File: src/design/bpq_pkg.sv
`default_nettype none
// ----------------------------------------------------------------------------
// Bucketed priority queue - shared definitions
// Default sizes, operation codes, sequencer states and the per-level cell
// control word used by the top level and the level cells.
// ----------------------------------------------------------------------------
package bpq_pkg;

   localparam int DEF_LEVELS      = 8;
   localparam int DEF_CAPACITY    = 64;
   localparam int DEF_VALUE_WIDTH = 32;

   // Operation codes carried on the request channel.
   localparam logic FUNC_ENQUEUE = 1'b0;
   localparam logic FUNC_DEQUEUE = 1'b1;

   typedef enum logic [1:0] {
      ST_IDLE,
      ST_READ,
      ST_UPDATE
   } state_type;

   // Update command for one level cell, valid only in the cycle it commits.
   typedef struct packed {
      logic enq_hit;
      logic deq_hit;
   } cell_ctrl_type;

endpackage
`default_nettype wire

File: src/design/bucketed_priority_queue.sv
`default_nettype none
// ----------------------------------------------------------------------------
// Bucketed priority queue
// One FIFO per priority level in a shared linked store; level zero is the
// most urgent. Each request enqueues a value or dequeues the oldest value of
// the most urgent occupied level, and returns one response.
// ----------------------------------------------------------------------------
//
//   Channel  Handshake               Carries
//   req      req_valid / req_ready   func, item value, item priority
//   rsp      rsp_valid / rsp_ready   taken value, head value and level,
//                                    empty flag, entry count, reject flag
//   csr      csr_wr_en               lowest accepted priority level
//
// A request goes through a read state, for the registered read of the link
// store and the free-slot stack, and an update state, which registers the
// response; a new request is taken in the update cycle. Reset clears the
// level occupancy and the counters and sets the register to the last level;
// no store is swept, so the queue is usable in the cycle after reset. A
// stalled response holds the update cycle until the response transfer
// completes.
// ----------------------------------------------------------------------------
module bucketed_priority_queue #(
   parameter int LEVELS      = bpq_pkg::DEF_LEVELS,
   parameter int CAPACITY    = bpq_pkg::DEF_CAPACITY,
   parameter int VALUE_WIDTH = bpq_pkg::DEF_VALUE_WIDTH
) (
   input  wire logic                            clock,
   input  wire logic                            reset,

   input  wire logic                            req_valid,
   output logic                                 req_ready,
   input  wire logic                            req_func,
   input  wire logic [VALUE_WIDTH-1:0]          req_item_value,
   input  wire logic [$clog2(LEVELS)-1:0]       req_item_priority,

   output logic                                 rsp_valid,
   input  wire logic                            rsp_ready,
   output logic      [VALUE_WIDTH-1:0]          rsp_taken_value,
   output logic      [VALUE_WIDTH-1:0]          rsp_head_value,
   output logic      [$clog2(LEVELS)-1:0]       rsp_head_priority,
   output logic                                 rsp_queue_empty,
   output logic      [$clog2(CAPACITY+1)-1:0]   rsp_entry_count,
   output logic                                 rsp_rejected,

   input  wire logic                            csr_wr_en,
   input  wire logic [$clog2(LEVELS)-1:0]       csr_wr_data
);

   import bpq_pkg::*;

   localparam int SLOT_W = $clog2(CAPACITY);
   localparam int CNT_W  = $clog2(CAPACITY + 1);
   localparam int LVL_W  = $clog2(LEVELS);
   localparam int LINK_W = SLOT_W + VALUE_WIDTH;

   // Sequencer and request registers.
   state_type              state_ff, state_in;
   logic                   func_ff;
   logic [VALUE_WIDTH-1:0] value_ff;
   logic [LVL_W-1:0]       level_ff;
   logic                   accept;
   logic                   commit;

   // Configuration, counters and response registers.
   logic [LVL_W-1:0]       lowest_ff, lowest_in;
   logic [CNT_W-1:0]       total_ff,  total_in;
   logic [CNT_W-1:0]       peak_ff,   peak_in;
   logic                   rsp_valid_ff, rsp_valid_in;
   logic [VALUE_WIDTH-1:0] taken_ff,  taken_in;
   logic                   rejected_ff, rejected_in;

   // Level cell chain.
   logic [LEVELS:0]        found_w;
   logic [LVL_W-1:0]       level_w [LEVELS+1];
   logic [SLOT_W-1:0]      head_w  [LEVELS+1];
   logic [VALUE_WIDTH-1:0] hval_w  [LEVELS+1];
   logic [LEVELS-1:0]      occ_w;
   logic [SLOT_W-1:0]      tail_w  [LEVELS];
   cell_ctrl_type          ctrl_w  [LEVELS];

   // Store ports and decode.
   logic                   enq_ok;
   logic                   deq_ok;
   logic [SLOT_W-1:0]      new_slot;
   logic [CNT_W-1:0]       total_dec;
   logic                   link_wr_en;
   logic [SLOT_W-1:0]      link_wr_addr;
   logic [LINK_W-1:0]      link_wr_data;
   logic [LINK_W-1:0]      link_rd_data;
   logic                   free_wr_en;
   logic [SLOT_W-1:0]      free_rd_data;
   logic                   rd_en;

   // -------------------------------------------------------------------------
   // Sequencer: idle, read the stores, then update. The update cycle also
   // takes the next request, which then goes straight to the read state. The
   // update waits while the previous response is still unclaimed.
   // -------------------------------------------------------------------------
   always_ff @(posedge clock) begin
      if (reset) begin
         state_ff <= ST_IDLE;
      end else begin
         state_ff <= state_in;
      end
   end

   always_comb begin
      state_in  = state_ff;
      req_ready = 1'b0;
      commit    = 1'b0;
      rd_en     = 1'b0;
      case (state_ff)
         ST_IDLE: begin
            req_ready = 1'b1;
            if (req_valid) begin
               state_in = ST_READ;
            end
         end
         ST_READ: begin
            rd_en    = 1'b1;
            state_in = ST_UPDATE;
         end
         ST_UPDATE: begin
            if (!rsp_valid_ff || rsp_ready) begin
               commit    = 1'b1;
               req_ready = 1'b1;
               state_in  = req_valid ? ST_READ : ST_IDLE;
            end
         end
         default: begin
            state_in = ST_IDLE;
         end
      endcase
   end

   assign accept = req_valid && req_ready;

   // The request is held through its read and update states.
   always_ff @(posedge clock) begin
      if (accept) begin
         func_ff  <= req_func;
         value_ff <= req_item_value;
         level_ff <= req_item_priority;
      end
   end

   // -------------------------------------------------------------------------
   // Level cells. The chain starts empty and each occupied cell that sees no
   // more urgent occupied level ahead of it places its head on the chain, so
   // the far end carries the head of the queue, or zeros when it is empty.
   // -------------------------------------------------------------------------
   assign found_w[0] = 1'b0;
   assign level_w[0] = '0;
   assign head_w[0]  = '0;
   assign hval_w[0]  = '0;

   for (genvar i = 0; i < LEVELS; i++) begin : g_cell
      assign ctrl_w[i].enq_hit = commit && enq_ok && (level_ff == LVL_W'(i));
      assign ctrl_w[i].deq_hit = commit && deq_ok && (level_w[LEVELS] == LVL_W'(i));

      bpq_level_cell #(
         .LEVELS      (LEVELS),
         .CAPACITY    (CAPACITY),
         .VALUE_WIDTH (VALUE_WIDTH),
         .IDX         (i)
      ) u_cell (
         .clock         (clock),
         .reset         (reset),
         .ctrl          (ctrl_w[i]),
         .new_slot      (new_slot),
         .new_value     (value_ff),
         .link_slot     (link_rd_data[LINK_W-1 -: SLOT_W]),
         .link_value    (link_rd_data[VALUE_WIDTH-1:0]),
         .found_in      (found_w[i]),
         .sel_level_in  (level_w[i]),
         .sel_head_in   (head_w[i]),
         .sel_value_in  (hval_w[i]),
         .found_out     (found_w[i+1]),
         .sel_level_out (level_w[i+1]),
         .sel_head_out  (head_w[i+1]),
         .sel_value_out (hval_w[i+1]),
         .occupied      (occ_w[i]),
         .tail_slot     (tail_w[i])
      );
   end

   // -------------------------------------------------------------------------
   // Update decode.
   // An enqueue is refused above the configured level, beyond the last level
   // or into a full store; a dequeue is refused when nothing is stored.
   // Free slots form a stack whose free part sits at addresses from the
   // entry count upwards. Addresses at or above the highest count ever
   // reached were never written and stand for their own slot number.
   // -------------------------------------------------------------------------
   always_comb begin
      enq_ok = (func_ff == FUNC_ENQUEUE)
            && (level_ff <= lowest_ff)
            && ({1'b0, level_ff} < (LVL_W+1)'(LEVELS))
            && (total_ff != CNT_W'(CAPACITY));
      deq_ok = (func_ff == FUNC_DEQUEUE) && found_w[LEVELS];

      new_slot  = (peak_ff > total_ff) ? free_rd_data : total_ff[SLOT_W-1:0];
      total_dec = total_ff - CNT_W'(1);

      // Appending to an occupied level links the old tail to the new slot and
      // keeps the new value beside the link, so a dequeue finds the next head
      // and its value in one read.
      link_wr_en   = commit && enq_ok && occ_w[level_ff];
      link_wr_addr = tail_w[level_ff];
      link_wr_data = {new_slot, value_ff};

      free_wr_en = commit && deq_ok;

      total_in     = total_ff;
      peak_in      = peak_ff;
      taken_in     = taken_ff;
      rejected_in  = rejected_ff;
      rsp_valid_in = rsp_valid_ff && !rsp_ready;
      if (commit) begin
         rsp_valid_in = 1'b1;
         rejected_in  = !(enq_ok || deq_ok);
         taken_in     = deq_ok ? hval_w[LEVELS] : '0;
         if (enq_ok) begin
            total_in = total_ff + CNT_W'(1);
            if (total_ff == peak_ff) begin
               peak_in = peak_ff + CNT_W'(1);
            end
         end else if (deq_ok) begin
            total_in = total_dec;
         end
      end

      lowest_in = csr_wr_en ? csr_wr_data : lowest_ff;
   end

   always_ff @(posedge clock) begin
      if (reset) begin
         lowest_ff    <= LVL_W'(LEVELS - 1);
         total_ff     <= '0;
         peak_ff      <= '0;
         rsp_valid_ff <= 1'b0;
      end else begin
         lowest_ff    <= lowest_in;
         total_ff     <= total_in;
         peak_ff      <= peak_in;
         rsp_valid_ff <= rsp_valid_in;
      end
   end

   always_ff @(posedge clock) begin
      taken_ff    <= taken_in;
      rejected_ff <= rejected_in;
   end

   // -------------------------------------------------------------------------
   // Stores. Both are read in the read cycle and written in the update cycle,
   // so a read never meets a write to the same store.
   // -------------------------------------------------------------------------
   bpq_ram #(
      .WIDTH (LINK_W),
      .DEPTH (CAPACITY)
   ) u_link_ram (
      .clock   (clock),
      .wr_en   (link_wr_en),
      .wr_addr (link_wr_addr),
      .wr_data (link_wr_data),
      .rd_en   (rd_en),
      .rd_addr (head_w[LEVELS]),
      .rd_data (link_rd_data)
   );

   bpq_ram #(
      .WIDTH (SLOT_W),
      .DEPTH (CAPACITY)
   ) u_free_ram (
      .clock   (clock),
      .wr_en   (free_wr_en),
      .wr_addr (total_dec[SLOT_W-1:0]),
      .wr_data (head_w[LEVELS]),
      .rd_en   (rd_en),
      .rd_addr (total_ff[SLOT_W-1:0]),
      .rd_data (free_rd_data)
   );

   // -------------------------------------------------------------------------
   // Response. The head fields come straight from the level chain and the
   // count from the counter: the queue state only changes at an update, and
   // an update only completes once the pending response has gone, so these
   // fields hold for as long as the response waits.
   // -------------------------------------------------------------------------
   assign rsp_valid         = rsp_valid_ff;
   assign rsp_taken_value   = taken_ff;
   assign rsp_head_value    = hval_w[LEVELS];
   assign rsp_head_priority = level_w[LEVELS];
   assign rsp_queue_empty   = (total_ff == '0);
   assign rsp_entry_count   = total_ff;
   assign rsp_rejected      = rejected_ff;

`ifndef SYNTH
   // The entry count never exceeds the store.
   a_count_bound: assert property (@(posedge clock) disable iff (reset)
      total_ff <= CNT_W'(CAPACITY))
      else $error("entry count beyond capacity");

   // The count and the level occupancy agree on emptiness.
   a_empty_agree: assert property (@(posedge clock) disable iff (reset)
      (total_ff == '0) == !found_w[LEVELS])
      else $error("entry count and level occupancy disagree");

   // The free-stack high-water mark never falls below the count.
   a_peak_bound: assert property (@(posedge clock) disable iff (reset)
      peak_ff >= total_ff)
      else $error("free-stack high-water mark below entry count");

   // A dequeue that is carried out removes exactly one entry.
   a_deq_count: assert property (@(posedge clock) disable iff (reset)
      (commit && deq_ok) |=> (total_ff == $past(total_ff) - CNT_W'(1)))
      else $error("dequeue did not remove one entry");
`endif

endmodule
`default_nettype wire

File: src/design/bpq_ram.sv
`default_nettype none
// ----------------------------------------------------------------------------
// Generic RAM
// One write port and one read port with registered read data.
// ----------------------------------------------------------------------------
module bpq_ram #(
   parameter int WIDTH = 8,
   parameter int DEPTH = 16
) (
   input  wire logic                     clock,
   input  wire logic                     wr_en,
   input  wire logic [$clog2(DEPTH)-1:0] wr_addr,
   input  wire logic [WIDTH-1:0]         wr_data,
   input  wire logic                     rd_en,
   input  wire logic [$clog2(DEPTH)-1:0] rd_addr,
   output logic      [WIDTH-1:0]         rd_data
);

   logic [WIDTH-1:0] mem_ff [DEPTH];
   logic [WIDTH-1:0] rd_data_ff;

   always_ff @(posedge clock) begin
      if (wr_en) begin
         mem_ff[wr_addr] <= wr_data;
      end
   end

   always_ff @(posedge clock) begin
      if (rd_en) begin
         rd_data_ff <= mem_ff[rd_addr];
      end
   end

   assign rd_data = rd_data_ff;

endmodule
`default_nettype wire

File: src/design/bpq_level_cell.sv
`default_nettype none
// ----------------------------------------------------------------------------
// Bucketed priority queue - level cell
// Holds the head slot, tail slot, head value and occupancy of one level, and
// passes the most urgent occupied level along the chain.
// ----------------------------------------------------------------------------
module bpq_level_cell #(
   parameter int LEVELS      = bpq_pkg::DEF_LEVELS,
   parameter int CAPACITY    = bpq_pkg::DEF_CAPACITY,
   parameter int VALUE_WIDTH = bpq_pkg::DEF_VALUE_WIDTH,
   parameter int IDX         = 0
) (
   input  wire logic                          clock,
   input  wire logic                          reset,
   input  wire bpq_pkg::cell_ctrl_type        ctrl,
   input  wire logic [$clog2(CAPACITY)-1:0]   new_slot,
   input  wire logic [VALUE_WIDTH-1:0]        new_value,
   input  wire logic [$clog2(CAPACITY)-1:0]   link_slot,
   input  wire logic [VALUE_WIDTH-1:0]        link_value,
   input  wire logic                          found_in,
   input  wire logic [$clog2(LEVELS)-1:0]     sel_level_in,
   input  wire logic [$clog2(CAPACITY)-1:0]   sel_head_in,
   input  wire logic [VALUE_WIDTH-1:0]        sel_value_in,
   output logic                               found_out,
   output logic      [$clog2(LEVELS)-1:0]     sel_level_out,
   output logic      [$clog2(CAPACITY)-1:0]   sel_head_out,
   output logic      [VALUE_WIDTH-1:0]        sel_value_out,
   output logic                               occupied,
   output logic      [$clog2(CAPACITY)-1:0]   tail_slot
);

   import bpq_pkg::*;

   localparam int SLOT_W = $clog2(CAPACITY);
   localparam int LVL_W  = $clog2(LEVELS);

   logic                   occ_ff,   occ_in;
   logic [SLOT_W-1:0]      head_ff,  head_in;
   logic [SLOT_W-1:0]      tail_ff,  tail_in;
   logic [VALUE_WIDTH-1:0] value_ff, value_in;
   logic                   take;

   // An enqueue appends behind the tail, or starts the list when the level is
   // empty. A dequeue either empties the level or moves the head one link on.
   always_comb begin
      occ_in   = occ_ff;
      head_in  = head_ff;
      tail_in  = tail_ff;
      value_in = value_ff;
      if (ctrl.enq_hit) begin
         tail_in = new_slot;
         if (!occ_ff) begin
            occ_in   = 1'b1;
            head_in  = new_slot;
            value_in = new_value;
         end
      end else if (ctrl.deq_hit) begin
         if (head_ff == tail_ff) begin
            occ_in = 1'b0;
         end else begin
            head_in  = link_slot;
            value_in = link_value;
         end
      end
   end

   always_ff @(posedge clock) begin
      if (reset) begin
         occ_ff <= 1'b0;
      end else begin
         occ_ff <= occ_in;
      end
   end

   always_ff @(posedge clock) begin
      head_ff  <= head_in;
      tail_ff  <= tail_in;
      value_ff <= value_in;
   end

   // The first occupied cell along the chain claims the selection.
   assign take          = occ_ff && !found_in;
   assign found_out     = found_in || occ_ff;
   assign sel_level_out = take ? LVL_W'(IDX) : sel_level_in;
   assign sel_head_out  = take ? head_ff : sel_head_in;
   assign sel_value_out = take ? value_ff : sel_value_in;

   assign occupied  = occ_ff;
   assign tail_slot = tail_ff;

endmodule
`default_nettype wire

File: config.mk
export PLATFORM = sky130hd
export DESIGN_NAME = bucketed_priority_queue
export DESIGN_NICKNAME = d
export VERILOG_FILES = /design/src/design/bpq_pkg.sv /design/src/design/bucketed_priority_queue.sv /design/src/design/bpq_ram.sv /design/src/design/bpq_level_cell.sv
export SDC_FILE = /design/constraint.sdc
export NUM_CORES = 2
export LEC_CHECK = 0
export ABC_CLOCK_PERIOD_IN_PS = 10650
export BUFFER_PORTS_ARGS = -buffer_cell sky130_fd_sc_hd__buf_2
export CORE_ASPECT_RATIO = 1.25
export CORE_UTILIZATION = 45
export CTS_CLUSTER_DIAMETER = 80
export DETAILED_ROUTE_END_ITERATION = 12
export SLEW_MARGIN = 20
export SYNTH_ARGS = -nofsm -noshare
export SYNTH_HDL_FRONTEND = slang
export SYNTH_SLANG_ARGS = --single-unit
File: constraint.sdc
create_clock -name clock -period 10.65 [get_ports clock]
set_clock_uncertainty 0.1 [all_clocks]
set_input_delay 2.13 -clock clock [delete_from_list [all_inputs] [get_ports clock]]
set_output_delay 2.13 -clock clock [all_outputs]
set_load 0.05 [all_outputs]
==> metrics.md <==
| Metric | Value |
|---|---|
| Clock-pin slew on the worst setup and hold paths | `about 0.070 ns` |
| Global route total overflow | `0` |
| Drt wl/cell | `33.43 um` |
| Die Height | `608.8 um` |
| Post-synth top flop | `edfxtp_1` |
| CP cell instances | `nor4_2 > nand3_1 > o21ai_4 > nor2_4 > inv_8 > buf_4 > buf_4 > mux2i_1 > o32ai_1 > o21ai_0 > nand4_1 > or3_1` |
| Cell taking the most area after synthesis | `edfxtp_1` |
| CTS max path bufs | `4` |
| Area growth from synthesis to final layout | `12.17%` |
| Clock latency on the worst-skew pair | `~0.90 ns` |
| Drt first pass iters | `9` |
| Sequential share of the synthesized area | `between 70% and 80%` |
| Largest cells by area after synthesis | `edfxtp_1, nand2_1, mux4_2` |
| Worst slew pin tran | `1.259 ns` |
| Slowest stage delay, CP | `0.74 ns` |
| Vias/cell | `6.306` |
| Routed WL | `431300 um` |
| Final WS setup | `4.104 ns` |
| Endpoints failing setup | `0` |
| Critical path fanouts, max | `71` |
| Setup repair bufs after CTS | `0` |
| Share of layout cells above drive strength 1 | `15.19%` |
| Critical Path Source Type | `register` |
| Busiest grt layer | `met2` |
| Critical path type | `register to register` |
| Boundary Pins | `122` |
| Largest net degree at the start of global routing | `between 150 and 200` |
| Peak VDD IR | `132.7 uV` |
| Required @ worst endpoint | `11.19 ns` |
| Final-layout fill cell count | `24.08k` |
| Cell mode on critical path | `buf_4` |
| Final Power | `26.87 mW` |
| CP delay by family, top | `simple AND/OR/NAND/NOR gates` |
| GRT Total Usage | `~29%` |
| Starting Density | `45.27%` |
| Fmax | `about 0.15 GHz` |
| Full die area | `0.2967 sq mm` |
| Ys async rst share | `0%` |
| Vias | `about 81k` |
| Worst endpoint data arrival time | `7.09 ns` |
| First-pass GRT wire length | `599500 um` |
| Design Area, Final | `0.1487 sq mm` |
| EDFF count, synth | `around 3.3k` |
| Slew Limit Headroom | `a little over an eighth` |
| P_leak | `47.95 nW` |
| Post-Layout Cell Count | `between 10k and 15k` |
| Setup_tns | `0 ns` |
| Global routing usage on met3 | `a little under 7%` |
| Initial antenna violation count | `28` |
| Initial DRC count | `12.02k` |
| Slowest cell on the critical path | `buf_4` |
| CTS Buf Count | `~320` |
| Fin. Hold Viols | `0` |
| Net count, final | `about 9k` |
| Outcome | `finished clean` |
| Dpl ws | `around 4.1 ns` |
| Post-Syn Instances | `8579` |
| CTS tree | `yes` |
| Die Wd | `487.4 um` |
| Ys Warns | `0` |
| Period utilisation layout | `61.46%` |
| IO Port Bufs | `121` |
| HPWL Detailed | `249500 um` |
| Post-synthesis net count | `8637` |
| Met1 global-route usage | `36.99%` |
| Hold_buf cts | `0` |
| Post_cts resized | `0` |
| Max_cap viols | `0` |
| Final Critical Period | `6.546 ns` |
| Gp weighted congestion | `0.9396` |
| Vias in the first global route | `78.09k` |
| Post-place instance area | `0.1384 sq mm` |
| Hold Crit Class | `register to register` |
| Routed Antenna Nets | `0` |
| Worst Path Buf+Inv | `3` |
| Core footprint | `0.2928 sq mm` |
| Clock sink count | `3309` |
| DRC viols | `0` |
| RSZ-0062 raised after global routing | `no` |
| H-tree lvl count | `5` |
| Pins over their slew limit | `0` |
| FP Rows | `222` |
| Root Driver | `clkbuf_16` |
| Synth Register Bits | `about 3.3k` |
| Distinct cells, synth | `between 80 and 90` |
| Synth top area share | `74.34%` |
| Met2 Track Usage GR | `45.48%` |
| Dpl cells | `approximately 12k` |
| Netlist Area Pre-Place | `between 0.1 and 0.15 sq mm` |
| Pwr dens | `between 150 and 200 mW/mm^2` |
| Setup crit end kind | `register` |
| Mean post-synth cell area | `15.45 sq um` |
power by group:
part / switching (mW) / internal (mW)
sequential: 0.0659 / 14.4
combinational: 0.786 / 0.244
clock: 4.94 / 6.46
metrics by stage:
step	utilization [%]	hold WS, ns
after floorplan	-	0.3422
after global placement	47.24	0.3769
after detailed placement	47.27	0.3935
after CTS	50.76	0.4015
after global routing	50.77	0.4139
final	50.78	0.4002
routing by layer:
layer  share of wire, %  vias up
met2                 47     5137
met5              0.024        -
met3                 11     1011
li1                   -    33520
met4                5.3       16
met1                 37    41670
state kept, by name (all words and copies together) (netlist names):
name / cells
u_link_ram.mem_ff: 2432
g_cell.u_cell.occupied: 8
rsp_rejected: 1
level_ff: 3
u_free_ram.rd_data: 6
u_link_ram.rd_data: 38
func_ff: 1
peak_ff: 7
u_free_ram.mem_ff: 384
state_ff: 2
rsp_valid: 1
value_ff: 32
g_cell.u_cell.head_ff: 48
rsp_entry_count: 7
g_cell.u_cell.value_ff: 256
rsp_taken_value: 32
g_cell.u_cell.tail_slot: 48
lowest_ff: 3
final cells by class:
class                           instances  area [sq um]  share of cell area (%)
Inverter                               37         165.2                  0.1111
Antenna cell                           12         30.03                 0.02020
Sequential cell                      3309         99100                   66.66
Clock inverter                        172          1750                   1.177
Tap cell                             3920          4905                   3.299
Clock buffer                          388          8454                   5.687
Multi-Input combinational cell       4702         31640                   21.28
Timing Repair Buffer                  361          2623                   1.764
kinds of logic (layout without fill, tap and decap cells):
family	Yosys count	after routing	share of synthesized area [%]
AOI/OAI and AO/OA	1308	1308	6.533
adders and majority gates	14	14	0.1322
buffers and inverters	568	958	1.955
muxes	744	744	7.936
DFF	3309	3309	74.76
other	0	12	0
xor gates and xnor gates	65	65	0.4295
and+or+nand+nor	2571	2571	8.251
cells in the mapped netlist (all sizes together), types with 45 or more instances:
cell type / count
buf: 316
o22ai: 161
a32oi: 52
mux2: 174
nand4: 45
mux2i: 342
a311oi: 73
edfxtp: 3281
o21ai: 164
nor2: 406
a21oi: 364
nand3: 288
nand2: 1525
mux4: 228
a211oi: 118
nor3: 70
a221oi: 69
clkbuf: 215
a31oi: 111
and3: 133
worst paths after layout:
path	from	to	slack [ns]	depth (start not counted)
max	g_cell[0].u_cell.occupied$_SDFFE_PP0P_	u_link_ram.rd_data[8]$_DFFE_PN_	4.10	12
min	state_ff[0]$_SDFFE_PP0P_	state_ff[1]$_SDFFE_PP0P_	0.40	1
max reg2reg	g_cell[0].u_cell.occupied$_SDFFE_PP0P_	u_link_ram.rd_data[8]$_DFFE_PN_	4.10	12
min reg2reg	state_ff[0]$_SDFFE_PP0P_	state_ff[1]$_SDFFE_PP0P_	0.40	1
cell usage in the layout (no fill, tap or decap), types with 157 or more instances in the layout:
cell       instances
nand2_1         1522
clkbuf_16        329
a21oi_1          363
edfxtp_1        3281
mux4_2           228
buf_4            222
mux2_2           174
o22ai_1          157
mux2i_1          336
nand3_1          284
nor2_1           330
(Power assumes the default switching activity.)
